`src/jcrt_pkg.sv`:
```
// shared types and constants of the joint cubic return trajectory core
// no dependencies
package jcrt_pkg;

    localparam logic [1:0] REG_TOTAL_TICKS     = 2'd0;
    localparam logic [1:0] REG_INV_TOTAL_TICKS = 2'd1;
    localparam logic [1:0] REG_INV_TOTAL_TIME  = 2'd2;

    localparam logic [15:0] TOTAL_TICKS_RST     = 16'd1000;
    localparam logic [31:0] INV_TOTAL_TICKS_RST = 32'd4294967;
    localparam logic [31:0] INV_TOTAL_TIME_RST  = 32'd65536;

    localparam logic [30:0] ONE_Q30 = 31'h4000_0000;

    typedef struct packed {
        logic [15:0] total_ticks;
        logic [31:0] inv_total_ticks;
        logic [31:0] inv_total_time;
    } jcrt_cfg_t;

    typedef struct packed {
        logic [3:0]         joint;
        logic               done;
        logic [15:0]        tick;
        logic signed [31:0] start;
        logic signed [31:0] target;
    } jcrt_item_t;

    function automatic logic signed [31:0] sat32(input logic signed [51:0] v);
        logic signed [31:0] r;
        if (v > 52'sh0_0000_7FFF_FFFF) begin
            r = 32'sh7FFF_FFFF;
        end else if (v < -52'sh0_0000_8000_0000) begin
            r = -32'sh8000_0000;
        end else begin
            r = v[31:0];
        end
        return r;
    endfunction

endpackage

```
`src/jcrt_queue.sv`:
```
// two-entry queue between the front end and the arithmetic back end
// depends on jcrt_pkg
module jcrt_queue (
    input  logic                 aclk,
    input  logic                 aresetn,
    input  logic                 push,
    input  jcrt_pkg::jcrt_item_t push_item,
    output logic                 full,
    input  logic                 pop,
    output jcrt_pkg::jcrt_item_t pop_item,
    output logic                 empty
);
    import jcrt_pkg::*;

    jcrt_item_t entries_reg [2];
    logic       wr_ptr_reg;
    logic       rd_ptr_reg;
    logic [1:0] count_reg;
    logic [1:0] count_next;

    assign full     = count_reg == 2'd2;
    assign empty    = count_reg == 2'd0;
    assign pop_item = entries_reg[rd_ptr_reg];

    always_comb begin
        count_next = count_reg;
        if (push && !pop) begin
            count_next = count_reg + 2'd1;
        end else if (pop && !push) begin
            count_next = count_reg - 2'd1;
        end
    end

    always_ff @(posedge aclk) begin
        if (!aresetn) begin
            wr_ptr_reg <= 1'b0;
            rd_ptr_reg <= 1'b0;
            count_reg  <= '0;
        end else begin
            if (push) begin
                wr_ptr_reg <= !wr_ptr_reg;
            end
            if (pop) begin
                rd_ptr_reg <= !rd_ptr_reg;
            end
            count_reg <= count_next;
        end
    end

    always_ff @(posedge aclk) begin
        if (push) begin
            entries_reg[wr_ptr_reg] <= push_item;
        end
    end

endmodule

```
`config.mk`:
```
export PLATFORM = sky130hd
export DESIGN_NAME = jcrt_queue
export DESIGN_NICKNAME = d
export VERILOG_FILES = /design/src/jcrt_pkg.sv /design/src/jcrt_queue.sv
export SDC_FILE = /design/constraint.sdc
export NUM_CORES = 1
export LEC_CHECK = 0
export ABC_AREA = 1
export BUFFER_PORTS_ARGS = -buffer_cell sky130_fd_sc_hd__buf_2
export CAP_MARGIN = 10
export CORE_ASPECT_RATIO = 0.5
export CORE_MARGIN = 4
export CORE_UTILIZATION = 52
export CTS_CLUSTER_DIAMETER = 120
export DETAILED_ROUTE_END_ITERATION = 12
export GPL_TIMING_DRIVEN = 0
export PLACE_DENSITY = 0.76
export SLEW_MARGIN = 20
export SYNTH_ARGS = -nofsm -noshare
export SYNTH_HDL_FRONTEND = slang
export SYNTH_SLANG_ARGS = --single-unit
```
`constraint.sdc`:
```
create_clock -name aclk -period 5.3 [get_ports aclk]
set_input_delay 0.53 -clock aclk [delete_from_list [all_inputs] [get_ports aclk]]
set_output_delay 0.53 -clock aclk [all_outputs]
set_load 0.1 [all_outputs]
```
==> results.md <==
- I/O Buffers: 175
- First-pass GRT wire length: 18300 µm
- Slew Viols, Final: 0
- Maxcap violations: 0
- Avg Inst Size Synth: 21.3 µm²
- RePlAce Congestion: 0.733
- Top cells by count, synth: edfxtp_1, mux2_1, mux2_2, nor2_1
- Routed Antenna Nets: 0
- #FFs+latches synth: 175
- Ant. Diodes: 0
- Initial antenna violation count: 0
- Via density: 4.93
- Hpwl dp: 8070 µm
- Setup Total Neg Slack: 0 ns
- Syn-to-layout area delta: 28.1%
- Critical path class: reg -> out
- Vias: 3330
- Post-CTS resize count: 0
- Share of layout cells above drive strength 1: 49.7%
- All-layer global routing usage: 17.1%
- Fmax: 422 MHz
- Number of iterations in the first detailed-routing pass: 4
- Yosys cell types: 15
- Iteration-0 DRC Markers: 204
- Max-Slew Margin vs Limit: 66.0%
- Status: completed
- I/O pin cnt: 176
- Die area: 14200 µm²
- Worst Tran Pin Value: 0.513 ns
- Post-CTS Setup Bufs: 0
- Data arrival, critical path: 1.84 ns
- Type of origin of the critical path: flip-flop
- YS warnings: 0
- Largest net degree at the start of global routing: 61
- Die Y: 86.3 µm
- Final hold vios: 0
- Clock Latency Late Sink: 0.41 ns
- PD cells: 431 nW/µm²
- Nets: 588
- Share of the synthesized area in the top cell type: 80.2%
- Most frequent cell after synthesis: edfxtp_1
- Peak supply drop: 215 µV
- Drt drc: 0
- Total Routed Length: 11800 µm
- CTS Buffer Depth: 2
- Number of flip-flops under the largest register name: 170
- Seq/Total Area, Yosys: 81.7%
- Worst setup EP type: primary output
- Cells after synthesis: 299
- Root Buffer: clkbuf_16
- Period minus WS final: 2.37 ns
- Leak Pwr: 3.12 nW
- GR Overflow Total: 0
- Setup violators final: 0
- Die Wd: 165 µm
- Final Core Density: 68.7%
- Vias in the first global route: 3687
- Worst Skew: 0.0116 ns
- Post-synth top area cell: edfxtp_1
- Leading post-synthesis cells by cell area: edfxtp_1, mux2_1, mux2_2
- Initial Utilization: 53.6%
- CTS Hold Bufs: 0
- Ys async rst share: 0%
- Period Utilization, post-route: 44.7%
- # rows: 28
- WP data required: 4.77 ns
- Inserted Clock Buffers: 17
- CTS tree: built
- CTS Sinks: 175
- WL/cell: 17.4 µm
- H-tree levels: 4
- Predominant post-synthesis flop cell: edfxtp_1
- Fillers: 816
- Post-synth EDFFs: 170
- Unrepaired setup endpoints after global routing: false
- Worst Path Max Fanout: 10
- CTS clock-pin slew for the worst setup and hold paths: 0.06 ns
- Syn_nets: 389
- Hold Crit Class: in -> reg
- Core footprint: 11900 µm²
- Mapped Area: 6370 µm²
-- worst paths after layout --
| kind | cells after the start | endpoint | slack, ns | start |
|---|---|---|---|---|
| setup / recovery | 4 | pop_item[38] | 2.93 | flip-flop |
| hold reg to reg | 2 | flip-flop | 0.51 | rd_ptr_reg |
| setup reg to reg | 4 | entries_reg[0][56] | 3.66 | wr_ptr_reg |
| hold / removal | 1 | entries_reg[1][23] | 0.30 | push_item[23] |
-- where the power goes --
group	total [mW]	switching, mW	internal, mW
combinational	0.702	0.569	0.133
clock	1.20	0.504	0.694
sequential	1.62	0.0163	1.60
total	3.51	1.09	2.43
-- kinds of logic (layout without fill, tap and decap cells) --
kind of cell	Yosys count	in the layout	share of synthesized area [%]
buffers and inverters	17	229	1.71
DFF	175	175	81.7
and+or+nand+nor	19	19	1.18
AOI/OAI and AO/OA	2	2	0.157
muxes	85	85	15.0
adders and majority gates	1	1	0.196
-- worst max-delay path, cell delays in order, from the launching register on --
cell     delay, ns
dfxtp_1       0.36
buf_4         0.23
buf_6         0.18
mux2_1        0.35
buf_2         0.30
-- through the flow --
stage | hold WS (ns) | total power [mW] | cell area (µm²) | worst slack [ns] | cells
detailed placement | 0.485 | 2.35 | 7590 | 3.28 | 644
floorplan | 0.463 | 2.21 | 6370 | 0.639 | 299
finish | 0.301 | 3.51 | 8160 | 2.93 | 676
global route | 0.279 | 3.64 | 8160 | 2.83 | 676
global placement | 0.476 | 2.34 | 7450 | -1.69 | 639
CTS | 0.284 | 3.55 | 8160 | 2.89 | 676
-- per-layer routing --
| layer | up-vias | track usage, % | share of wire, % |
|---|---|---|---|
| li1 | 1568 | - | - |
| met1 | 1666 | 18.7 | 39 |
| met2 | 76 | 32.3 | 55 |
| met3 | 20 | 3.66 | 3.7 |
| met4 | 0 | 7.40 | 1.9 |
| met5 | - | 0 | 0 |
-- cell usage in the layout, fill, tap and decap left out --
cell type / n
a21oi_1: 1
buf_12: 2
buf_16: 3
buf_2: 178
buf_4: 1
buf_6: 5
bufinv_16: 2
clkbuf_1: 1
clkbuf_16: 17
clkinv_1: 3
clkinv_2: 1
clkinv_4: 3
clkinvlp_4: 3
dfxtp_1: 5
edfxtp_1: 170
ha_1: 1
inv_1: 7
inv_6: 3
mux2_1: 50
mux2_2: 35
nand2_1: 8
nand3_1: 1
nand4_1: 1
nor2_1: 8
nor2_4: 1
o21ai_0: 1
-- cell type report --
class                      count  area (µm²)  share of cell area (%)
sequential                   175        5200                    63.8
buffer                         9        78.8                   0.966
clock inverter                14         143                    1.75
inverter                       8        35.0                   0.429
multi-input combinational    107        1060                    13.0
timing repair buffer         180         998                    12.2
tap                          165         206                    2.53
clock buffer                  18         429                    5.26
(Power assumes the default switching activity.)
