**config.mk**
```make
export PLATFORM = sky130hd
export DESIGN_NAME = jcrt_front
export DESIGN_NICKNAME = d
export VERILOG_FILES = /design/src/jcrt_pkg.sv /design/src/jcrt_ram.sv /design/src/jcrt_front.sv
export SDC_FILE = /design/constraint.sdc
export NUM_CORES = 1
export LEC_CHECK = 0
export CORE_MARGIN = 5
export CORE_UTILIZATION = 45
export CTS_CLUSTER_DIAMETER = 80
export DETAILED_ROUTE_END_ITERATION = 10
export DONT_BUFFER_PORTS = 1
export PLACE_DENSITY = 0.65
export SETUP_SLACK_MARGIN = 0.3
export SYNTH_ARGS = -nofsm -noshare
export SYNTH_HDL_FRONTEND = slang
export SYNTH_HIERARCHICAL = 1
export SYNTH_SLANG_ARGS = --single-unit
```
**constraint.sdc**
```tcl
create_clock -name aclk -period 9.1 [get_ports aclk]
set_input_delay 1.365 -clock aclk [delete_from_list [all_inputs] [get_ports aclk]]
set_output_delay 1.365 -clock aclk [all_outputs]
set_load 0.05 [all_outputs]
```
**src/jcrt_pkg.sv**
```systemverilog
// shared types and constants of the joint cubic return trajectory core
// no dependencies
package jcrt_pkg;

    localparam logic [1:0] REG_TOTAL_TICKS     = 2'd0;
    localparam logic [1:0] REG_INV_TOTAL_TICKS = 2'd1;
    localparam logic [1:0] REG_INV_TOTAL_TIME  = 2'd2;

    localparam logic [15:0] TOTAL_TICKS_RST     = 16'd1000;
    localparam logic [31:0] INV_TOTAL_TICKS_RST = 32'd4294967;
    localparam logic [31:0] INV_TOTAL_TIME_RST  = 32'd65536;

    localparam logic [30:0] ONE_Q30 = 31'h4000_0000;

    typedef struct packed {
        logic [15:0] total_ticks;
        logic [31:0] inv_total_ticks;
        logic [31:0] inv_total_time;
    } jcrt_cfg_t;

    typedef struct packed {
        logic [3:0]         joint;
        logic               done;
        logic [15:0]        tick;
        logic signed [31:0] start;
        logic signed [31:0] target;
    } jcrt_item_t;

    function automatic logic signed [31:0] sat32(input logic signed [51:0] v);
        logic signed [31:0] r;
        if (v > 52'sh0_0000_7FFF_FFFF) begin
            r = 32'sh7FFF_FFFF;
        end else if (v < -52'sh0_0000_8000_0000) begin
            r = -32'sh8000_0000;
        end else begin
            r = v[31:0];
        end
        return r;
    endfunction

endpackage

```
**src/jcrt_ram.sv**
```systemverilog
// generic single-write, single-read ram with registered read data
// no dependencies
module jcrt_ram #(
    parameter int WIDTH = 32,
    parameter int DEPTH = 16,
    parameter int AW    = (DEPTH > 1) ? $clog2(DEPTH) : 1
) (
    input  logic             aclk,
    input  logic             we,
    input  logic [AW-1:0]    waddr,
    input  logic [WIDTH-1:0] wdata,
    input  logic             re,
    input  logic [AW-1:0]    raddr,
    output logic [WIDTH-1:0] rdata
);

    logic [WIDTH-1:0] mem [DEPTH];
    logic [WIDTH-1:0] rdata_reg;

    always_ff @(posedge aclk) begin
        if (we) begin
            mem[waddr] <= wdata;
        end
        if (re) begin
            rdata_reg <= mem[raddr];
        end
    end

    assign rdata = rdata_reg;

endmodule

```
**src/jcrt_front.sv**
```systemverilog
// front end: accepts beats, latches start positions, runs the shared tick counter
// depends on jcrt_pkg and jcrt_ram
module jcrt_front #(
    parameter int MAX_JOINTS = 16
) (
    input  logic                   aclk,
    input  logic                   aresetn,
    input  jcrt_pkg::jcrt_cfg_t    cfg,
    input  logic                   s_valid,
    output logic                   s_ready,
    input  logic [3:0]             s_joint,
    input  logic                   s_pstart,
    input  logic                   s_restart,
    input  logic signed [31:0]     s_meas,
    input  logic signed [31:0]     s_target,
    output logic                   q_push,
    output jcrt_pkg::jcrt_item_t   q_item,
    input  logic                   q_full
);
    import jcrt_pkg::*;

    localparam int AW = (MAX_JOINTS > 1) ? $clog2(MAX_JOINTS) : 1;

    logic                  accept;
    logic                  in_range;
    logic [AW+3:0]         joint_ext;
    logic [AW-1:0]         addr;
    logic                  vbit;
    logic [15:0]           tick_base;
    logic [15:0]           tick_next;
    logic [15:0]           tick_reg;
    logic [MAX_JOINTS-1:0] vbits_reg;
    logic [MAX_JOINTS-1:0] vbits_next;
    logic                  stg_valid_reg;
    logic                  stg_valid_next;
    logic [3:0]            stg_joint_reg;
    logic                  stg_done_reg;
    logic [15:0]           stg_tick_reg;
    logic signed [31:0]    stg_target_reg;
    logic signed [31:0]    stg_meas_reg;
    logic                  stg_bypass_reg;
    logic                  stg_vbit_reg;
    logic [31:0]           ram_rdata;

    assign accept    = s_valid && s_ready;
    assign in_range  = 32'(s_joint) < 32'(MAX_JOINTS);
    assign joint_ext = {{AW{1'b0}}, s_joint};
    assign addr      = joint_ext[AW-1:0];
    assign vbit      = in_range && vbits_reg[addr];

    assign tick_base = s_restart ? 16'd0 : tick_reg;
    assign tick_next = (s_pstart && (tick_base < cfg.total_ticks)) ? tick_base + 16'd1
                                                                   : tick_base;

    assign q_push  = stg_valid_reg && !q_full;
    assign s_ready = !stg_valid_reg || q_push;

    always_comb begin
        vbits_next = vbits_reg;
        if (accept && s_restart && in_range) begin
            vbits_next[addr] = 1'b1;
        end
        stg_valid_next = stg_valid_reg;
        if (accept) begin
            stg_valid_next = 1'b1;
        end else if (q_push) begin
            stg_valid_next = 1'b0;
        end
    end

    always_ff @(posedge aclk) begin
        if (!aresetn) begin
            tick_reg      <= '0;
            vbits_reg     <= '0;
            stg_valid_reg <= 1'b0;
        end else begin
            if (accept) begin
                tick_reg <= tick_next;
            end
            vbits_reg     <= vbits_next;
            stg_valid_reg <= stg_valid_next;
        end
    end

    always_ff @(posedge aclk) begin
        if (accept) begin
            stg_joint_reg  <= s_joint;
            stg_done_reg   <= tick_next >= cfg.total_ticks;
            stg_tick_reg   <= tick_next;
            stg_target_reg <= s_target;
            stg_meas_reg   <= s_meas;
            stg_bypass_reg <= s_restart && in_range;
            stg_vbit_reg   <= vbit;
        end
    end

    jcrt_ram #(
        .WIDTH (32),
        .DEPTH (MAX_JOINTS),
        .AW    (AW)
    ) u_start_ram (
        .aclk  (aclk),
        .we    (accept && s_restart && in_range),
        .waddr (addr),
        .wdata (s_meas),
        .re    (accept),
        .raddr (addr),
        .rdata (ram_rdata)
    );

    always_comb begin
        q_item.joint  = stg_joint_reg;
        q_item.done   = stg_done_reg;
        q_item.tick   = stg_tick_reg;
        q_item.target = stg_target_reg;
        if (stg_bypass_reg) begin
            q_item.start = stg_meas_reg;
        end else if (stg_vbit_reg) begin
            q_item.start = ram_rdata;
        end else begin
            q_item.start = '0;
        end
    end

endmodule

```
==> results.toml, run 1 <==
[drt]
drtIter0Drc = 1016
routed_via_density = 5.82
routed_wl_um = 53900
via_count = 12475
drcViolationCount = 0
ant_nets = 0
wl_per_cell_um = 25.2
first_pass_iters = 6

[global_route]
antenna_found_initial = 0
grt_usage_pct = 17.2
gr-total-overflow = 0
grt_max_degree = 146
grt_pass1_wl_um = 81600
grt_pass1_vias = 12762

[layout]
drive_gt1_share_pct = 20.4
largest_reg_flops = 512
fin_util_pct = 51.2
top_register = "u_start_ram/mem"
diodes = 0
syn_to_final_growth_pct = 12.5
fin_cells = 2142
stdcell_area_um2 = 29000
n_fill_cell = 4490
final_common_cell = "edfxtp_1"
finalNetCount = 1517
final_cell_mix = "edfxtp_1, mux4_2, clkbuf_16, nand2_1, a22oi_1"

[logic_synthesis]
synthFlopType = "edfxtp_1"
yosys_warnings = 6
yosys-top-cells-area = "edfxtp_1, mux4_2, dfxtp_1"
synth_top_area_share_pct = 73.5
synth_area_leader_cell = "edfxtp_1"
ys_seq_elements = 664
synth_area_um2 = 25800
synth_edf_count = 631
synth_area_per_cell_um2 = 19.8
synthArstFlopShare_pct = 0
ys_types = 53
synth_nets = 1486
seq_area_frac_synth_pct = 76.0
synthCells = 1300

[place]
place_area_um2 = 26700
dp_cells = 2014
hpwl_um = 29100
gp_congestion = 0.788
io_buffers = 0
pre_cts_ws_ns = 2.80

[clock_tree]
cts.sinks = 664
root_buffer = "clkbuf_16"
post-cts-setup-buffer-count = 0
cts_resized = 0
cts_buffers = 71
clock_latency_ns = 0.61
clk_pin_slew_worst_paths_ns = 0.06
cts_max_path_buffers = 3
postCtsHoldBufs = 0
htree_levels = 3
cts_tree = "built"

[sta]
setup_slack_ns = 3.48
slew_viol_final = 0
fin_crit_sh_pct = 61.8
fin_tns_setup_ns = 0
fin_crit_ns = 5.62
fmax_mhz = 178
maxSlewHeadroom_pct = 19.1
setup-violations-final = 0
finalHoldViolations = 0
whs_ns = 0.467
clock_skew_ns = 0.0217
rsz0062_at_grt = "false"
tightest_slew_ns = 1.21

[floorplanning]
die_w_um = 249
start_util_pct = 45.6
die_h_um = 249
dieArea_um2 = 62200
coreArea_um2 = 56600
rows = 87
io_pins = 241

[worst_hold_path]
min_from = "vbits_reg[14]"
hold_class = "register to register"

[critical_path]
cp_top_family = "simple AND/OR/NAND/NOR gates"
crit_fanout = 83
cp.arrival_ns = 5.87
crit_buf_inv = 3
end_kind = "register"
path_class = "primary input to register"
path_cells = "nand2_1 -> nand2_1 -> inv_6 -> nand2_1 -> inv_1 -> nand3b_1 -> nor3_4 -> buf_4"
start_kind = "primary input"
worstSetupStartpoint = "q_full"
cp_slowest_stage_delay_ns = 1.02
reg2reg_from = "stg_valid_reg"
timing.critical_path.slowest_stage_cell = "nor3_4"
required_ns = 9.35
crit_path_frequent_cell = "nand2_1"

[pwr]
cellLeakagePower_nw = 9.40
fin_total_pwr_mw = 6.48
ir_drop_mv = 0.163
powerDensity_nw_per_um2 = 224

[run_status]
outcome = "finished, final reports clean"

[job]
maxCapViolCount = 0
[path summary, 6_finish.rpt]
kind         cells after the start  slack [ns]                endpoint
max                              8        3.48  u_start_ram/mem[8][24]
min                              2        0.47           vbits_reg[14]
max reg2reg                      8        3.92  u_start_ram/mem[8][24]
min reg2reg                      2        0.47           vbits_reg[14]
[Yosys cell counts, types with 2 or more instances]
library cell,count
dfxtp_1,33
buf_4,12
clkbuf_1,34
edfxtp_1,631
o21ai_1,3
nand3b_1,2
nor3_1,15
o21ai_0,9
o211ai_1,2
nand2b_1,5
or4_1,2
mux4_2,133
a22oi_1,64
inv_1,25
nor2b_1,19
buf_2,6
and2_1,4
o31a_1,2
nand2_1,65
xnor2_1,11
xor2_1,4
mux2i_1,3
a211oi_1,2
a31oi_1,18
and4_1,2
and3_1,7
a21oi_1,20
nor2_1,40
buf_1,10
nand3_1,8
a22o_1,31
nand4_1,15
or3_1,6
a21o_1,5
ha_1,32
a32oi_1,2
buf_6,2
[cells by family (layout without fill, tap and decap cells)]
| kind of cell | Yosys count | in the layout | synth area share [%] |
|---|---|---|---|
| and+or+nand+nor | 199 | 199 | 3.96 |
| xor gates and xnor gates | 15 | 15 | 0.509 |
| AOI/OAI and AO/OA | 165 | 165 | 4.64 |
| muxes | 136 | 136 | 11.7 |
| buffers and inverters | 89 | 175 | 1.56 |
| DFF | 664 | 664 | 76.0 |
| adders and majority gates | 32 | 32 | 1.55 |
[layout make-up]
cell class	instances	area [um2]	area share, %
Clock buffer	92	1900	6.54
Clock inverter	36	369	1.27
Inverter	25	98.8	0.341
Multi-Input combinational cell	547	5920	20.4
Sequential cell	664	19600	67.6
Tap cell	756	946	3.26
Timing Repair Buffer	22	165	0.569
[worst reg2reg max path: cells and delay by family (launching register included)]
kind	cells	cell delay (ns)
DFF	1	0.31
buffers and inverters	3	1.58
and+or+nand+nor	5	2.93
[metal layers]
layer  vias up  global-route usage [%]  wire length (um)
met5         -                       0                 0
met4         0                    4.84              1230
met3        87                    4.40              3750
met2       437                    28.0             26400
met1      6521                    23.3             22600
li1       5430                       -                 -
[power breakdown]
part	total (mW)	switching [mW]	internal, mW
clock	2.78	1.15	1.63
sequential	3.47	0.0605	3.41
combinational	0.233	0.146	0.0877
total	6.48	1.36	5.13
No activity file was read; power rests on OpenSTA's default activity.
==> run 2: changes to the inputs <==
--- a/config.mk
+++ b/config.mk
@@ -5,12 +5,13 @@
 export SDC_FILE = /design/constraint.sdc
 export NUM_CORES = 1
 export LEC_CHECK = 0
+export ABC_AREA = 1
 export CORE_MARGIN = 5
 export CORE_UTILIZATION = 45
 export CTS_CLUSTER_DIAMETER = 80
 export DETAILED_ROUTE_END_ITERATION = 10
 export DONT_BUFFER_PORTS = 1
-export PLACE_DENSITY = 0.65
+export PLACE_DENSITY = 0.67
 export SETUP_SLACK_MARGIN = 0.3
 export SYNTH_ARGS = -nofsm -noshare
 export SYNTH_HDL_FRONTEND = slang
==> constraint.sdc (replaced) <==
create_clock -name aclk -period 4.95 [get_ports aclk]
set_input_delay 0.7425 -clock aclk [delete_from_list [all_inputs] [get_ports aclk]]
set_output_delay 0.7425 -clock aclk [all_outputs]
set_load 0.05 [all_outputs]
==> results.toml, run 2 <==
[critical_path]
cp_slowest_stage_delay_ns = 0.67
crit_path_frequent_cell = "buf_4"
cp_top_family = "buffers and inverters"
path_class = "register to primary output"
cp.arrival_ns = 3.03
crit_buf_inv = 3
end_kind = "primary output"
start_kind = "register"
required_ns = 4.21
timing.critical_path.slowest_stage_cell = "inv_1"
crit_fanout = 33
path_cells = "buf_4 -> inv_1 -> buf_4 -> nand3_1 -> nand2_1"

[logic_synthesis]
synth_commonest_cells = "nand2_1, edfxtp_1, inv_1, nand3_1, nor2_1"
synthMuxAreaShare_pct = 0
synth_xor_area_share_pct = 0.151
synthFlopType = "edfxtp_1"
synth_area_um2 = 28900
synth_area_per_cell_um2 = 10.5
yosys_warnings = 6
seq_area_frac_synth_pct = 67.8
ys_types = 39
synthAdderAreaFrac_pct = 1.38
synth_top_area_share_pct = 65.5
synthArstFlopShare_pct = 0
synth-compound-area-share_pct = 1.44
synth_area_leader_cell = "edfxtp_1"
synth.most_common_cell = "nand2_1"
synth_edf_count = 631
synth_top_family_by_area = "simple AND/OR/NAND/NOR gates"
synthCells = 2751
yosys-top-cells-area = "edfxtp_1, nand2_1, nand3_1"
synth-simple-area-share_pct = 20.3
ys_seq_elements = 664
synth_nets = 2937

[drt]
drcViolationCount = 0
routed_wl_um = 68300
met3_length_um = 5350
routed_via_density = 5.20
drtIter0Drc = 1463
first_pass_iters = 7
met1_length_um = 28000
wl_per_cell_um = 18.8
ant_nets = 0
via_count = 18851
detailroute.wirelength.met2_um = 33300
dr.max_layer_used = "met4"

[floorplanning]
io_pins = 241
die_h_um = 263
die_w_um = 263
start_util_pct = 45.2
rows = 93
coreArea_um2 = 64000
dieArea_um2 = 69400

[job]
maxCapViolCount = 0

[layout]
final_cell_mix = "nand2_1, edfxtp_1, inv_1, nand3_1, clkbuf_16"
n_fill_cell = 5536
largest_reg_flops = 512
top_register = "u_start_ram/mem"
finalNetCount = 2913
diodes = 0
final_common_cell = "nand2_1"
syn_to_final_growth_pct = 9.84
drive_gt1_share_pct = 5.73

[clock_tree]
clk_pin_slew_worst_paths_ns = 0.06
cts_resized = 0
postCtsHoldBufs = 0
cts.sinks = 664
clock_latency_ns = 0.60
cts_tree = "built"
root_buffer = "clkbuf_16"
cts_buffers = 68
post-cts-setup-buffer-count = 0
htree_levels = 3
cts_max_path_buffers = 3

[global_route]
grt_max_degree = 265
antenna_found_initial = 0
grt_usage_pct = 19.1
grt_pass1_vias = 18631
gr-total-overflow = 0
grt_pass1_wl_um = 105000

[sta]
finalHoldViolations = 0
setup-violations-final = 0
setup_slack_ns = 1.17
fmax_mhz = 265
clock_skew_ns = 0.0165
fin_tns_setup_ns = 0
fin_crit_sh_pct = 76.3
slew_viol_final = 0
maxSlewHeadroom_pct = 16.4
rsz0062_at_grt = "false"
tightest_slew_ns = 1.25
fin_crit_ns = 3.78

[pwr]
cellLeakagePower_nw = 13.3
ir_drop_mv = 0.220
powerDensity_nw_per_um2 = 373
fin_total_pwr_mw = 11.9

[worst_hold_path]
hold_class = "primary input to register"

[place]
io_buffers = 0
hpwl_um = 38000
pre_cts_ws_ns = 1.35
gp_congestion = 0.838

[run_status]
outcome = "finished, final reports clean"
run 2: changes by cell type after synthesis, sizes merged, moves of 18 or more:
cell / before / now
inv: 25 / 468
nor2b: 19 / 0
nor2: 40 / 72
a22o: 31 / 0
nand2: 65 / 836
mux4: 133 / 0
buf: 30 / 101
nand3: 8 / 441
a21oi: 20 / 38
a22oi: 64 / 8
run 2: final timing paths:
kind | slack [ns] | from | depth (start not counted) | to
max | 1.17 | stg_bypass_reg | 5 | q_item[56]
min | 0.23 | s_meas[11] | 0 | u_start_ram/mem[10][11]
max reg2reg | 1.75 | tick_reg[5] | 16 | stg_done_reg
min reg2reg | 0.47 | vbits_reg[14] | 2 | vbits_reg[14]
run 2: layer usage:
metal,vias to the layer above,track usage (%)
met2,663,32.5
met4,0,6.03
li1,8955,-
met1,9112,24.3
met5,-,0
met3,121,4.43
run 2: final cells by class:
cell class | count | area [um2] | share of cell area, %
flip-flops and latches | 664 | 19600 | 61.7
inverters | 468 | 1770 | 5.58
well taps | 855 | 1070 | 3.37
multi-input cells | 1491 | 6850 | 21.6
clock buffers | 83 | 1800 | 5.67
repair buffers | 34 | 393 | 1.24
clock inverters | 33 | 265 | 0.835
run 2: per-stage QoR:
step           area, um2  hold slack (ns)  util, %  instances
6_report           31800            0.231     49.6       3628
3_5_place_dp       29700            0.457     46.4       3512
4_1_cts            31800            0.202     49.6       3628
3_3_place_gp       29700            0.448     46.4       3512
5_1_grt            31800            0.213     49.6       3628
2_1_floorplan      28900            0.438        -       2751
run 2: cells by family (layout without fill, tap and decap cells):
| group | count (synthesis) | after routing |
|---|---|---|
| AO/OA/AOI/OAI | 74 | 74 |
| AND/OR/NAND/NOR | 1380 | 1380 |
| buffers and inverters | 596 | 618 |
| adder cells (fa/ha/maj) | 32 | 32 |
| XOR/XNOR | 5 | 5 |
| flip-flops | 664 | 664 |
run 2: power by group:
part	internal (mW)	switching (mW)
clock	2.75	2.06
combinational	0.172	0.466
sequential	6.28	0.137
total	9.20	2.66
run 2: worst register-to-register path, cell delays in order, from the launching register on:
cell and delay, ns:
dfxtp_1 0.31, inv_1 0.04, nor2_1 0.33, ha_1 0.34, a21oi_1 0.17, o21a_1 0.12
nand2_1 0.08, nand2_4 0.22, nand3_4 0.20, nand2_1 0.10, nand2_1 0.07, inv_1 0.10
ha_1 0.25, a21oi_1 0.13, o21ai_0 0.10, a21oi_1 0.26, nand3_1 0.11
==> run 3: changes to the inputs <==
--- a/config.mk
+++ b/config.mk
@@ -11,7 +11,7 @@
 export CTS_CLUSTER_DIAMETER = 80
 export DETAILED_ROUTE_END_ITERATION = 10
 export DONT_BUFFER_PORTS = 1
-export PLACE_DENSITY = 0.67
+export PLACE_DENSITY = 0.65
 export SETUP_SLACK_MARGIN = 0.3
 export SYNTH_ARGS = -nofsm -noshare
 export SYNTH_HDL_FRONTEND = slang
==> constraint.sdc (replaced) <==
create_clock -name aclk -period 3.8 [get_ports aclk]
set_input_delay 0.57 -clock aclk [delete_from_list [all_inputs] [get_ports aclk]]
set_output_delay 0.57 -clock aclk [all_outputs]
set_load 0.05 [all_outputs]
==> results.toml, run 3 (synthesis gave the netlist of run 2 again) <==
[run_status]
outcome = "finished, final reports clean"

[critical_path]
crit_fanout = 23
r2r_end = "stg_done_reg"
rrSetupSlack_ns = 0.53
reg2reg_from = "tick_reg[13]"
cp.arrival_ns = 3.61
cp_top_family = "simple AND/OR/NAND/NOR gates"
timing.critical_path.slowest_stage_cell = "ha_1"
worstRegToRegCells = 16
crit_buf_inv = 3
path_depth = 16
path_cells = "inv_1 -> nor2_1 -> ha_1 -> a21oi_1 -> o21ai_0 -> nor2_1 -> buf_4 -> nand3_4 -> nand2_1 -> nand2_1 -> inv_1 -> ha_1 -> a21oi_1 -> o21ai_0 -> a21oi_1 -> nand3_1"
end_kind = "register"
required_ns = 4.14
path_class = "register to register"
cp_slowest_stage_delay_ns = 0.33
crit_path_frequent_cell = "a21oi_1"
start_kind = "register"

[pwr]
powerDensity_nw_per_um2 = 489
cellLeakagePower_nw = 13.5
ir_drop_mv = 0.274
fin_total_pwr_mw = 15.7

[layout]
diodes = 0
largest_reg_flops = 512
stdcell_area_um2 = 32200
seqCellArea_um2 = 19600
top_register = "u_start_ram/mem"
multi_input_area_um2 = 6860
final_common_cell = "nand2_1"
finalNetCount = 2950
drive_gt1_share_pct = 6.97
n_fill_cell = 5556
syn_to_final_growth_pct = 11.3
final_cell_mix = "nand2_1, edfxtp_1, inv_1, nand3_1, clkbuf_16"
fin_cells = 3669

[sta]
fin_crit_ns = 3.27
maxSlewHeadroom_pct = 20.7
finalHoldViolations = 0
fin_crit_sh_pct = 86.2
fmax_mhz = 305
setup-violations-final = 0
fin_tns_setup_ns = 0
slew_viol_final = 0
rsz0062_at_grt = "false"
clock_skew_ns = 0.0218
tightest_slew_ns = 1.19

[global_route]
grtUsageMet3_pct = 3.88
grt_busiest_layer = "met2"
grt_pass1_vias = 18653
grt_usage_pct = 19.4
grt_pass1_wl_um = 106000
antenna_found_initial = 0
gr-total-overflow = 0
use_met1_pct = 24.5
grt_max_degree = 265
grt_util_met2_pct = 33.3

[floorplanning]
start_util_pct = 45.2
dieArea_um2 = 69400
io_pins = 241
rows = 93
die_w_um = 263
die_h_um = 263
coreArea_um2 = 64000

[drt]
drtIter0Drc = 1849
first_pass_iters = 6
ant_nets = 0
wl_per_cell_um = 19.1
routed_wl_um = 70000
drcViolationCount = 0
routed_via_density = 5.23
via_count = 19190

[clock_tree]
cts_buffers = 68
cts_resized = 0
clock_latency_ns = 0.61
cts_max_path_buffers = 3
clk_pin_slew_worst_paths_ns = 0.06
cts_tree = "built"
root_buffer = "clkbuf_16"
post-cts-setup-buffer-count = 0
postCtsHoldBufs = 0
cts.sinks = 664
htree_levels = 3

[job]
maxCapViolCount = 0

[place]
io_buffers = 0
hpwl_um = 38200
dp_cells = 3549
place_area_um2 = 30000
gp_congestion = 0.828

[worst_hold_path]
hold_end = "u_start_ram/mem[9][10]"
hold_path_depth = 0
min_from = "s_meas[10]"
hold_class = "primary input to register"
==> run 3: worst reg2reg max path, delay by kind of cell, from the launching register on <==
kind | cells | cell delay, ns
AND/OR/NAND/NOR | 6 | 0.95
AO/OA/AOI/OAI | 5 | 0.75
buffers and inverters | 3 | 0.43
flip-flops | 1 | 0.30
adder cells (fa/ha/maj) | 2 | 0.58
==> run 3: area by class of cell <==
class / count / area share (%)
repair buffers: 71 / 2.32
flip-flops and latches: 664 / 60.9
multi-input cells: 1491 / 21.3
clock buffers: 92 / 5.70
clock inverters: 28 / 0.952
inverters: 468 / 5.51
well taps: 855 / 3.32
==> run 3: worst max-delay path by stage <==
| stage | slack (ns) | start | end |
|---|---|---|---|
| 2_1_floorplan | 0.009 | q_full | u_start_ram/mem[12][0] |
| 3_3_place_gp | 0.43 | s_restart | stg_done_reg |
| 3_5_place_dp | 0.38 | s_restart | stg_done_reg |
| 4_1_cts | 0.59 | tick_reg[13] | stg_done_reg |
| 5_1_grt | 0.31 | tick_reg[13] | stg_done_reg |
| 6_report | 0.53 | tick_reg[13] | stg_done_reg |
==> run 3: per-stage QoR <==
step | hold slack (ns) | utilization, % | setup WS [ns]
global route | 0.0282 | 50.3 | 0.308
detailed placement | 0.457 | 47.0 | 0.381
finish | 0.0549 | 50.3 | 0.526
floorplan | 0.438 | - | 0.00893
global placement | 0.447 | 47.0 | 0.427
CTS | 0.0255 | 50.3 | 0.587
==> run 3: metal layers <==
layer / up-vias / wire length, um
li1: 9038 / -
met1: 9278 / 28300
met2: 729 / 34400
met3: 145 / 5320
met4: 0 / 1990
met5: - / 0
==> run 3: power by group <==
part,switching [mW],leakage (nW),internal [mW]
Combinational,0.621,6.44,0.265
Clock,2.69,1.04,3.80
Sequential,0.175,6.04,8.18
Total,3.49,13.5,12.2
